**src/svpwm_pkg.sv**
```systemverilog
package svpwm_pkg;

   // Defaults for the top-level parameters.
   localparam int ANGLE_BITS_DEFAULT = 16;
   localparam int SINE_ENTRIES_DEFAULT = 1024;

   // Field widths on the ports.
   localparam int CMD_W = 16;
   localparam int ANGLE_IN_W = 16;
   localparam int MOTOR_W = 2;
   localparam int DUTY_W = 16;
   localparam int CFG_W = 16;
   localparam int CSR_INDEX_W = 2;

   // Internal datapath widths.
   localparam int K_W = 31;
   localparam int MP_W = 32;
   localparam int PROD_W = 63;
   localparam int Q_FRAC = 30;
   localparam int TIME_W = 32;
   localparam int IDX_IN_W = 16;
   localparam int SUM_W = TIME_W + 3;

   // Divider organization: quotient bits retired per pipeline stage.
   localparam int DIV_BITS_PER_STAGE = 4;
   localparam int DIV_STAGES = TIME_W / DIV_BITS_PER_STAGE;

   // Fixed-point constants in Q30.
   localparam logic [63:0] SQRT3_Q30 = 64'd1859775393;
   localparam logic [63:0] TWO_PI_Q30 = 64'd6746518852;

   // Register reset values.
   localparam logic [CFG_W-1:0] SUPPLY_RESET = 16'd12000;
   localparam logic [CFG_W-1:0] PERIOD_RESET = 16'd4000;

   // Motor numbers that select a bridge.
   localparam logic [MOTOR_W-1:0] MOTOR_ONE = 2'd1;
   localparam logic [MOTOR_W-1:0] MOTOR_TWO = 2'd2;

   typedef enum logic [CSR_INDEX_W-1:0] {
      REG_SUPPLY_VOLTAGE = 2'd0,
      REG_PWM_PERIOD     = 2'd1
   } reg_index_type;

   typedef enum logic [2:0] {
      SECTOR_1 = 3'd0,
      SECTOR_2 = 3'd1,
      SECTOR_3 = 3'd2,
      SECTOR_4 = 3'd3,
      SECTOR_5 = 3'd4,
      SECTOR_6 = 3'd5
   } sector_type;

   // Side information that rides along with every item.
   typedef struct packed {
      logic       bridge;
      sector_type sector;
   } tag_type;

   // Dividends for the two active times, already shifted down by Q_FRAC.
   typedef struct packed {
      tag_type             tag;
      logic [TIME_W-1:0]   num1;
      logic [TIME_W-1:0]   num2;
   } div_in_type;

   // Active times T1 and T2 in timer counts.
   typedef struct packed {
      tag_type             tag;
      logic [TIME_W-1:0]   t1;
      logic [TIME_W-1:0]   t2;
   } times_type;

   // sqrt3 * sin(x) in Q30 for an angle x in Q30 radians (series to x^11).
   // Only evaluated at elaboration to build the constant table.
   function automatic logic [K_W-1:0] svpwm_k_of_x(input logic [63:0] x);
      logic [63:0]        x2;
      logic [63:0]        term;
      logic signed [63:0] sum;
      logic [63:0]        sn;
      logic [63:0]        prod;
      x2 = (x * x) >> 30;
      term = x;
      sum = $signed(x);
      term = ((term * x2) >> 30) / 64'd6;
      sum = sum - $signed(term);
      term = ((term * x2) >> 30) / 64'd20;
      sum = sum + $signed(term);
      term = ((term * x2) >> 30) / 64'd42;
      sum = sum - $signed(term);
      term = ((term * x2) >> 30) / 64'd72;
      sum = sum + $signed(term);
      term = ((term * x2) >> 30) / 64'd110;
      sum = sum - $signed(term);
      sn = (sum < 0) ? 64'd0 : $unsigned(sum);
      prod = (SQRT3_Q30 * sn) >> 30;
      return prod[K_W-1:0];
   endfunction

   // Division by three through a reciprocal multiply; exact below 2^16.
   function automatic logic [IDX_IN_W-1:0] svpwm_div3(input logic [IDX_IN_W-1:0] y);
      logic [IDX_IN_W+16:0] p;
      p = (IDX_IN_W + 17)'(y) * (IDX_IN_W + 17)'(43691);
      return p[IDX_IN_W+16:17];
   endfunction

endpackage

```
**src/svpwm_div.sv**
```systemverilog
module svpwm_div (
   input  logic                        clock,
   input  logic                        reset,
   input  logic                        in_valid,
   output logic                        in_ready,
   input  svpwm_pkg::div_in_type       in_item,
   input  logic [svpwm_pkg::CFG_W-1:0] divisor,
   output logic                        out_valid,
   input  logic                        out_ready,
   output svpwm_pkg::times_type        out_item
);
   import svpwm_pkg::*;

   localparam int LAST = DIV_STAGES - 1;

   logic [DIV_STAGES-1:0] valid_ff;
   logic [DIV_STAGES-1:0] valid_in;
   logic [DIV_STAGES-1:0] valid_src;
   logic [DIV_STAGES-1:0] stage_ready;

   tag_type               tag_ff [DIV_STAGES];
   tag_type               tag_in [DIV_STAGES];
   logic [TIME_W-1:0]     num1_ff [DIV_STAGES];
   logic [TIME_W-1:0]     num2_ff [DIV_STAGES];
   logic [CFG_W-1:0]      rem1_ff [DIV_STAGES];
   logic [CFG_W-1:0]      rem2_ff [DIV_STAGES];
   logic [TIME_W-1:0]     num1_src [DIV_STAGES];
   logic [TIME_W-1:0]     num2_src [DIV_STAGES];
   logic [CFG_W-1:0]      rem1_src [DIV_STAGES];
   logic [CFG_W-1:0]      rem2_src [DIV_STAGES];
   logic [CFG_W+TIME_W-1:0] step1_in [DIV_STAGES];
   logic [CFG_W+TIME_W-1:0] step2_in [DIV_STAGES];

   // Restoring division, a few quotient bits per call. Dividend bits leave
   // the top of num while quotient bits enter at the bottom.
   function automatic logic [CFG_W+TIME_W-1:0] div_steps(
      input logic [TIME_W-1:0] num,
      input logic [CFG_W-1:0]  rem,
      input logic [CFG_W-1:0]  dvs
   );
      logic [TIME_W-1:0] n;
      logic [CFG_W-1:0]  r;
      logic [CFG_W:0]    trial;
      n = num;
      r = rem;
      for (int b = 0; b < DIV_BITS_PER_STAGE; b++) begin
         trial = {r, n[TIME_W-1]};
         if (trial >= {1'b0, dvs}) begin
            r = CFG_W'(trial - {1'b0, dvs});
            n = {n[TIME_W-2:0], 1'b1};
         end else begin
            r = trial[CFG_W-1:0];
            n = {n[TIME_W-2:0], 1'b0};
         end
      end
      return {r, n};
   endfunction

   // Stage inputs: the first stage takes the new beat with a zero remainder.
   always_comb begin
      valid_src = {valid_ff[LAST-1:0], in_valid};
      tag_in[0] = in_item.tag;
      num1_src[0] = in_item.num1;
      num2_src[0] = in_item.num2;
      rem1_src[0] = '0;
      rem2_src[0] = '0;
      for (int s = 1; s < DIV_STAGES; s++) begin
         tag_in[s] = tag_ff[s - 1];
         num1_src[s] = num1_ff[s - 1];
         num2_src[s] = num2_ff[s - 1];
         rem1_src[s] = rem1_ff[s - 1];
         rem2_src[s] = rem2_ff[s - 1];
      end
      for (int s = 0; s < DIV_STAGES; s++) begin
         step1_in[s] = div_steps(num1_src[s], rem1_src[s], divisor);
         step2_in[s] = div_steps(num2_src[s], rem2_src[s], divisor);
      end
   end

   // Stage ready chain.
   always_comb begin
      stage_ready[LAST] = !valid_ff[LAST] || out_ready;
      for (int s = LAST - 1; s >= 0; s--) begin
         stage_ready[s] = !valid_ff[s] || stage_ready[s + 1];
      end
      for (int s = 0; s < DIV_STAGES; s++) begin
         valid_in[s] = stage_ready[s] ? valid_src[s] : valid_ff[s];
      end
   end

   always_ff @(posedge clock) begin
      if (reset) begin
         valid_ff <= '0;
      end else begin
         valid_ff <= valid_in;
      end
   end

   always_ff @(posedge clock) begin
      for (int s = 0; s < DIV_STAGES; s++) begin
         if (stage_ready[s]) begin
            tag_ff[s] <= tag_in[s];
            num1_ff[s] <= step1_in[s][TIME_W-1:0];
            rem1_ff[s] <= step1_in[s][CFG_W+TIME_W-1:TIME_W];
            num2_ff[s] <= step2_in[s][TIME_W-1:0];
            rem2_ff[s] <= step2_in[s][CFG_W+TIME_W-1:TIME_W];
         end
      end
   end

   assign in_ready = stage_ready[0];
   assign out_valid = valid_ff[LAST];
   assign out_item.tag = tag_ff[LAST];
   assign out_item.t1 = num1_ff[LAST];
   assign out_item.t2 = num2_ff[LAST];

   // A finished division leaves a remainder below the divisor.
   assert property (@(posedge clock) disable iff (reset)
      valid_ff[LAST] |-> (rem1_ff[LAST] < divisor) && (rem2_ff[LAST] < divisor))
      else $error("divider remainder not below the divisor");

endmodule

```
**config.mk**
```make
export PLATFORM = sky130hd
export DESIGN_NAME = svpwm_div
export DESIGN_NICKNAME = d
export VERILOG_FILES = /design/src/svpwm_pkg.sv /design/src/svpwm_div.sv
export SDC_FILE = /design/constraint.sdc
export NUM_CORES = 2
export LEC_CHECK = 0
export BUFFER_PORTS_ARGS = -buffer_cell sky130_fd_sc_hd__clkbuf_2
export CAP_MARGIN = 20
export CORE_MARGIN = 2
export CORE_UTILIZATION = 60
export DETAILED_ROUTE_END_ITERATION = 16
export PLACE_DENSITY_LB_ADDON = 0.15
export SLEW_MARGIN = 20
export SYNTH_ARGS = -nofsm -noshare
export SYNTH_HDL_FRONTEND = slang
export SYNTH_SLANG_ARGS = --single-unit
```
**constraint.sdc**
```tcl
create_clock -name clock -period 29 [get_ports clock]
set_input_delay 5.8 -clock clock [delete_from_list [all_inputs] [get_ports clock]]
set_output_delay 5.8 -clock clock [all_outputs]
set_load 0.05 [all_outputs]
```
---- Yosys cells after proc, flatten, opt, wreduce, memory -nomap -nowiden ----
Memory sizes are Yosys's and may differ from the RTL's.
Index checks and enable logic that the tools add are counted.
storage, ports and cells
  flip-flop bits (word level) ............. 8
  bits in writable memories ............... 800
  bits of input ports ..................... 88
  word-level logic and storage cells ...... 301
  memories ................................ 5
memory list
  memory   depth  width  read ports  clocked after memory_dff  wr ports  line             source
  num1_ff  8      32     8           0                         8         svpwm_div.sv:23  logic [TIME_W-1:0] num1_ff [DIV_STAGES];
  num2_ff  8      32     8           0                         8         svpwm_div.sv:24  logic [TIME_W-1:0] num2_ff [DIV_STAGES];
  rem1_ff  8      16     7           0                         8         svpwm_div.sv:25  logic [CFG_W-1:0] rem1_ff [DIV_STAGES];
  rem2_ff  8      16     7           0                         8         svpwm_div.sv:26  logic [CFG_W-1:0] rem2_ff [DIV_STAGES];
  tag_ff   8      4      8           0                         8         svpwm_div.sv:21  tag_type tag_ff [DIV_STAGES];
cells by class
  add/sub/neg operators ................... 64
  magnitude comparators ................... 64
  multiplexer cells ....................... 144
  reduce and logical (&&, ||, !) cells .... 16
operators with widths
  operator                        count
  >= comparator 17 x 16 -> 1 bit  62
  two-way mux 16 bit              64
  subtractor 16 bit               62
  two-way mux 1 bit               80
  >= comparator 1 x 16 -> 1 bit   2
  subtractor 1 x 16 -> 16 bit     2
  logical NOT 1 bit               8
  logical OR 1 bit                8

---- Logic depth before layout (Yosys ltp) ----
  word-level depth ........................ 11
  gate-level depth with buffers ........... 54
  gate-level depth less buffers ........... 49

---- Worst setup path before layout ----
OpenSTA, ideal clock, no wires.
  path type ............................... input to register
  from .................................... in divisor[1] (netlist name)
  to ...................................... mem rem2_ff[1][10] (data pin)
  data arrival time ....................... 19870 ps
  data required time ...................... 28740 ps
  setup slack ............................. 8870 ps
  cell stages on the path ................. 52
  cell sequence ........................... inv_1 -> clkbuf_1 -> ha_1 -> nor2b_1 -> o31ai_2 -> a21oi_1 -> o31ai_2 -> o31ai_1 -> a211oi_2 -> clkbuf_1 -> buf_2 -> nor2_1 -> a21oi_1 -> inv_1 -> ha_1 -> nor2b_1 -> o2111ai_1 -> a31oi_1 -> [... 16 more ...] -> a21oi_1 -> a211oi_1 -> o31ai_4 -> buf_4 -> mux2i_1 -> ha_1 -> nor2b_1 -> o21ai_0 -> a21boi_0 -> o21ai_0 -> a211oi_1 -> o32ai_1 -> o21ai_0 -> a211oi_1 -> o211a_1 -> mux2_4 -> buf_4 -> mux2_2
RTL lines
  item                line             source
  start: declaration  svpwm_div.sv:7   input logic [svpwm_pkg::CFG_W-1:0] divisor,
  end: declaration    svpwm_div.sv:26

==> key figures <==
Run status
  • Status: complete, no violations

Finish
  • Layout cells sized above 1: 11.52%
  • Nets: 9652
  • Commonest non-fill, non-tap cell in the layout: ha_1
  • Antenna diodes: 0
  • Layout fillers: 10750
  • Most frequent cells in the layout: ha_1 (996), edfxtp_1 (768), a21oi_1 (675)
  • Area grow syn2layout: 7.093%

Route
  • Vias/cell: 6.382
  • DRC violations left: 0
  • DRT antenna net count: 0
  • Routed vias: 65840
  • DR pass1 iterations: 8
  • Initial DRC Count: 5577
  • Drt total wl: 223.5 mm
  • Wire length per cell: 21.66 um

Min path
  • Worst Hold Class: reg2reg
  • WHS Endpoint: num2_ff[0][53]
  • Cell count of the worst hold path: 0
  • Worst Hold Launch: num2_ff[0][17]

CTS
  • Resized cells post-CTS: 0
  • CTS tree: built
  • Clk_lat worst skew: 710 ps
  • H-tree depth: 3
  • Root buffer cell: clkbuf_16
  • Sink Count: 776
  • Clock Tree Buf Depth: 3
  • Post-CTS Hold Fix Bufs: 0
  • CTS clk-pin slew, worst paths: 60 ps
  • Post-CTS Setup Inserts: 0
  • Total CTS buffers: 88

STA
  • Setup violators final: 0
  • Final period util: 64.02%
  • Final Slew Violations: 0
  • Setup TNS: 0 ps
  • Worst clock skew: 39.12 ps
  • Fin. Hold Viols: 0
  • Peak Freq: 53.86 MHz
  • RSZ-0062 raised after global routing: false
  • Slew HR: 24.17%
  • Worst-Margin Slew: 1135 ps
  • Final Critical Period: 18570 ps

Place
  • Post-detail-place hpwl: 167.2 mm
  • RePlAce Congestion: 0.9479
  • PortBufs: 157

Critical path
  • Critical Setup Path Class: in2reg
  • Crit-path max FO: 38
  • CP Data Arrival Time: 19020 ps
  • Critical path's slowest cell: o41ai_1
  • Reg-to-reg endpoint: rem1_ff[2][15]
  • Worst endpoint required time: 29450 ps
  • Setup crit start kind: primary input
  • Crit. End Element: flop
  • Critical Path Max Stage Delay: 650 ps
  • R2R depth: 43
  • RR Startpoint: rem1_ff[1][2]
  • Most common cell on crit path: a21oi_1
  • Worst R2R Setup Slack: 16230 ps

Floorplanning
  • Std-Cell Rows: 132
  • Total die area: 133800 um^2
  • Die H: 365.8 um
  • Die width: 365.8 um
  • Core area: 129600 um^2
  • Initial Utilization: 60.58%
  • I/O pins: 158

Yosys
  • Post-synth EDFFs: 768
  • Cells after Synth: 8374
  • Synth Flop Type: edfxtp_1
  • Unique masters post-synth: 110
  • Avg Cell Area, Syn: 9.379 um^2
  • Sequential share of the synthesized area: 29.57%
  • #FFs+latches synth: 776
  • Asr flop ratio synth: 0%
  • Post-Syn Nets: 9518
  • Synth area leaders: edfxtp_1 (29%), ha_1 (16%), mux2_2 (6.3%)
  • Yosys top cell by area: edfxtp_1
  • Synth top area share: 29.36%
  • Ys Warns: 0
  • Synth Cell Area: 78540 um^2

Global routing
  • Initial antenna violation count: 4
  • Vias in the first global route: 63960
  • Total gr overflow: 0
  • Largest net degree at the start of global routing: 74
  • Tot GR Track Use: 32.49%
  • First-pass GRT wire length: 349.1 mm

Flow run
  • # Max-Cap Violations: 0
==> Yosys cell counts (203+ instances only) <==
| cell type | number |
|---|---|
| xnor2_1 | 447 |
| a21o_1 | 294 |
| o21ai_0 | 470 |
| nor3_1 | 203 |
| ha_1 | 996 |
| mux2_2 | 442 |
| xor2_1 | 210 |
| edfxtp_1 | 768 |
| nand2_1 | 492 |
| nor2_1 | 621 |
| a21oi_1 | 676 |
| inv_1 | 466 |
==> layout make-up <==
| class | count | area [um^2] | area share [%] |
|---|---|---|---|
| clock buffers | 101 | 2272 | 2.701 |
| clock inverters | 55 | 565.5 | 0.6724 |
| inverters | 484 | 1869 | 2.222 |
| multi-input cells | 6909 | 52460 | 62.37 |
| flip-flops and latches | 776 | 23220 | 27.61 |
| well taps | 1742 | 2180 | 2.591 |
| repair buffers | 249 | 1539 | 1.830 |
==> routing by layer <==
layer  up-vias  global-route usage [%]  share of wire [%]
met3       560                   3.396                5.7
met2      2181                   53.17                 46
met4         0                   16.23                5.2
met1     31270                   42.87                 43
li1      31830                       -                  -
met5         -                       0                  0
==> worst max-delay path, delay by kind of cell <==
kind	cells	cell delay, ps
AO/OA/AOI/OAI	23	5990
AND/OR/NAND/NOR	10	2820
buffers and inverters	8	2580
adder cells (fa/ha/maj)	4	1360
multiplexers	1	370
==> per-stage QoR <==
stage | worst slack, ps | instances | hold slack (ps) | area [um^2] | utilization, %
after detailed placement | 9902 | 10160 | 404.5 | 81240 | 62.66
after CTS | 10630 | 10320 | 402.4 | 84080 | 64.85
final | 10430 | 10320 | 405.3 | 84110 | 64.87
after floorplan | 8870 | 8374 | 400.3 | 78540 | -
after global routing | 9408 | 10320 | 410.0 | 84110 | 64.87
after global placement | 10240 | 10160 | 400.9 | 81240 | 62.66
==> worst max-delay path by stage <==
| stage | startpoint | depth (start not counted) | end |
|---|---|---|---|
| final | divisor[1] | 46 | rem1_ff[4][7] |
| after global routing | divisor[8] | 47 | rem1_ff[5][1] |
| after CTS | divisor[1] | 47 | rem1_ff[4][6] |
| after detailed placement | divisor[1] | 47 | rem1_ff[4][7] |
| after global placement | divisor[8] | 47 | rem1_ff[5][1] |
| after floorplan | divisor[1] | 52 | rem2_ff[1][10] |
==> state kept, by name, summed over array words and instances (netlist names) <==
name      cells
num2_ff     256
valid_ff      8
rem1_ff     112
tag_ff       32
num1_ff     256
rem2_ff     112
==> cells by family after synthesis <==
kind of cell             synth area share (%)
AO/OA/AOI/OAI                           19.91
AND/OR/NAND/NOR                         14.16
flip-flops                              29.57
multiplexers                            7.908
buffers and inverters                   3.729
adder cells (fa/ha/maj)                 17.40
XOR/XNOR                                7.327
Power is left out: the tool's default activity adds up to more than one toggle a clock period on the data nets, which glitch-free logic cannot reach.
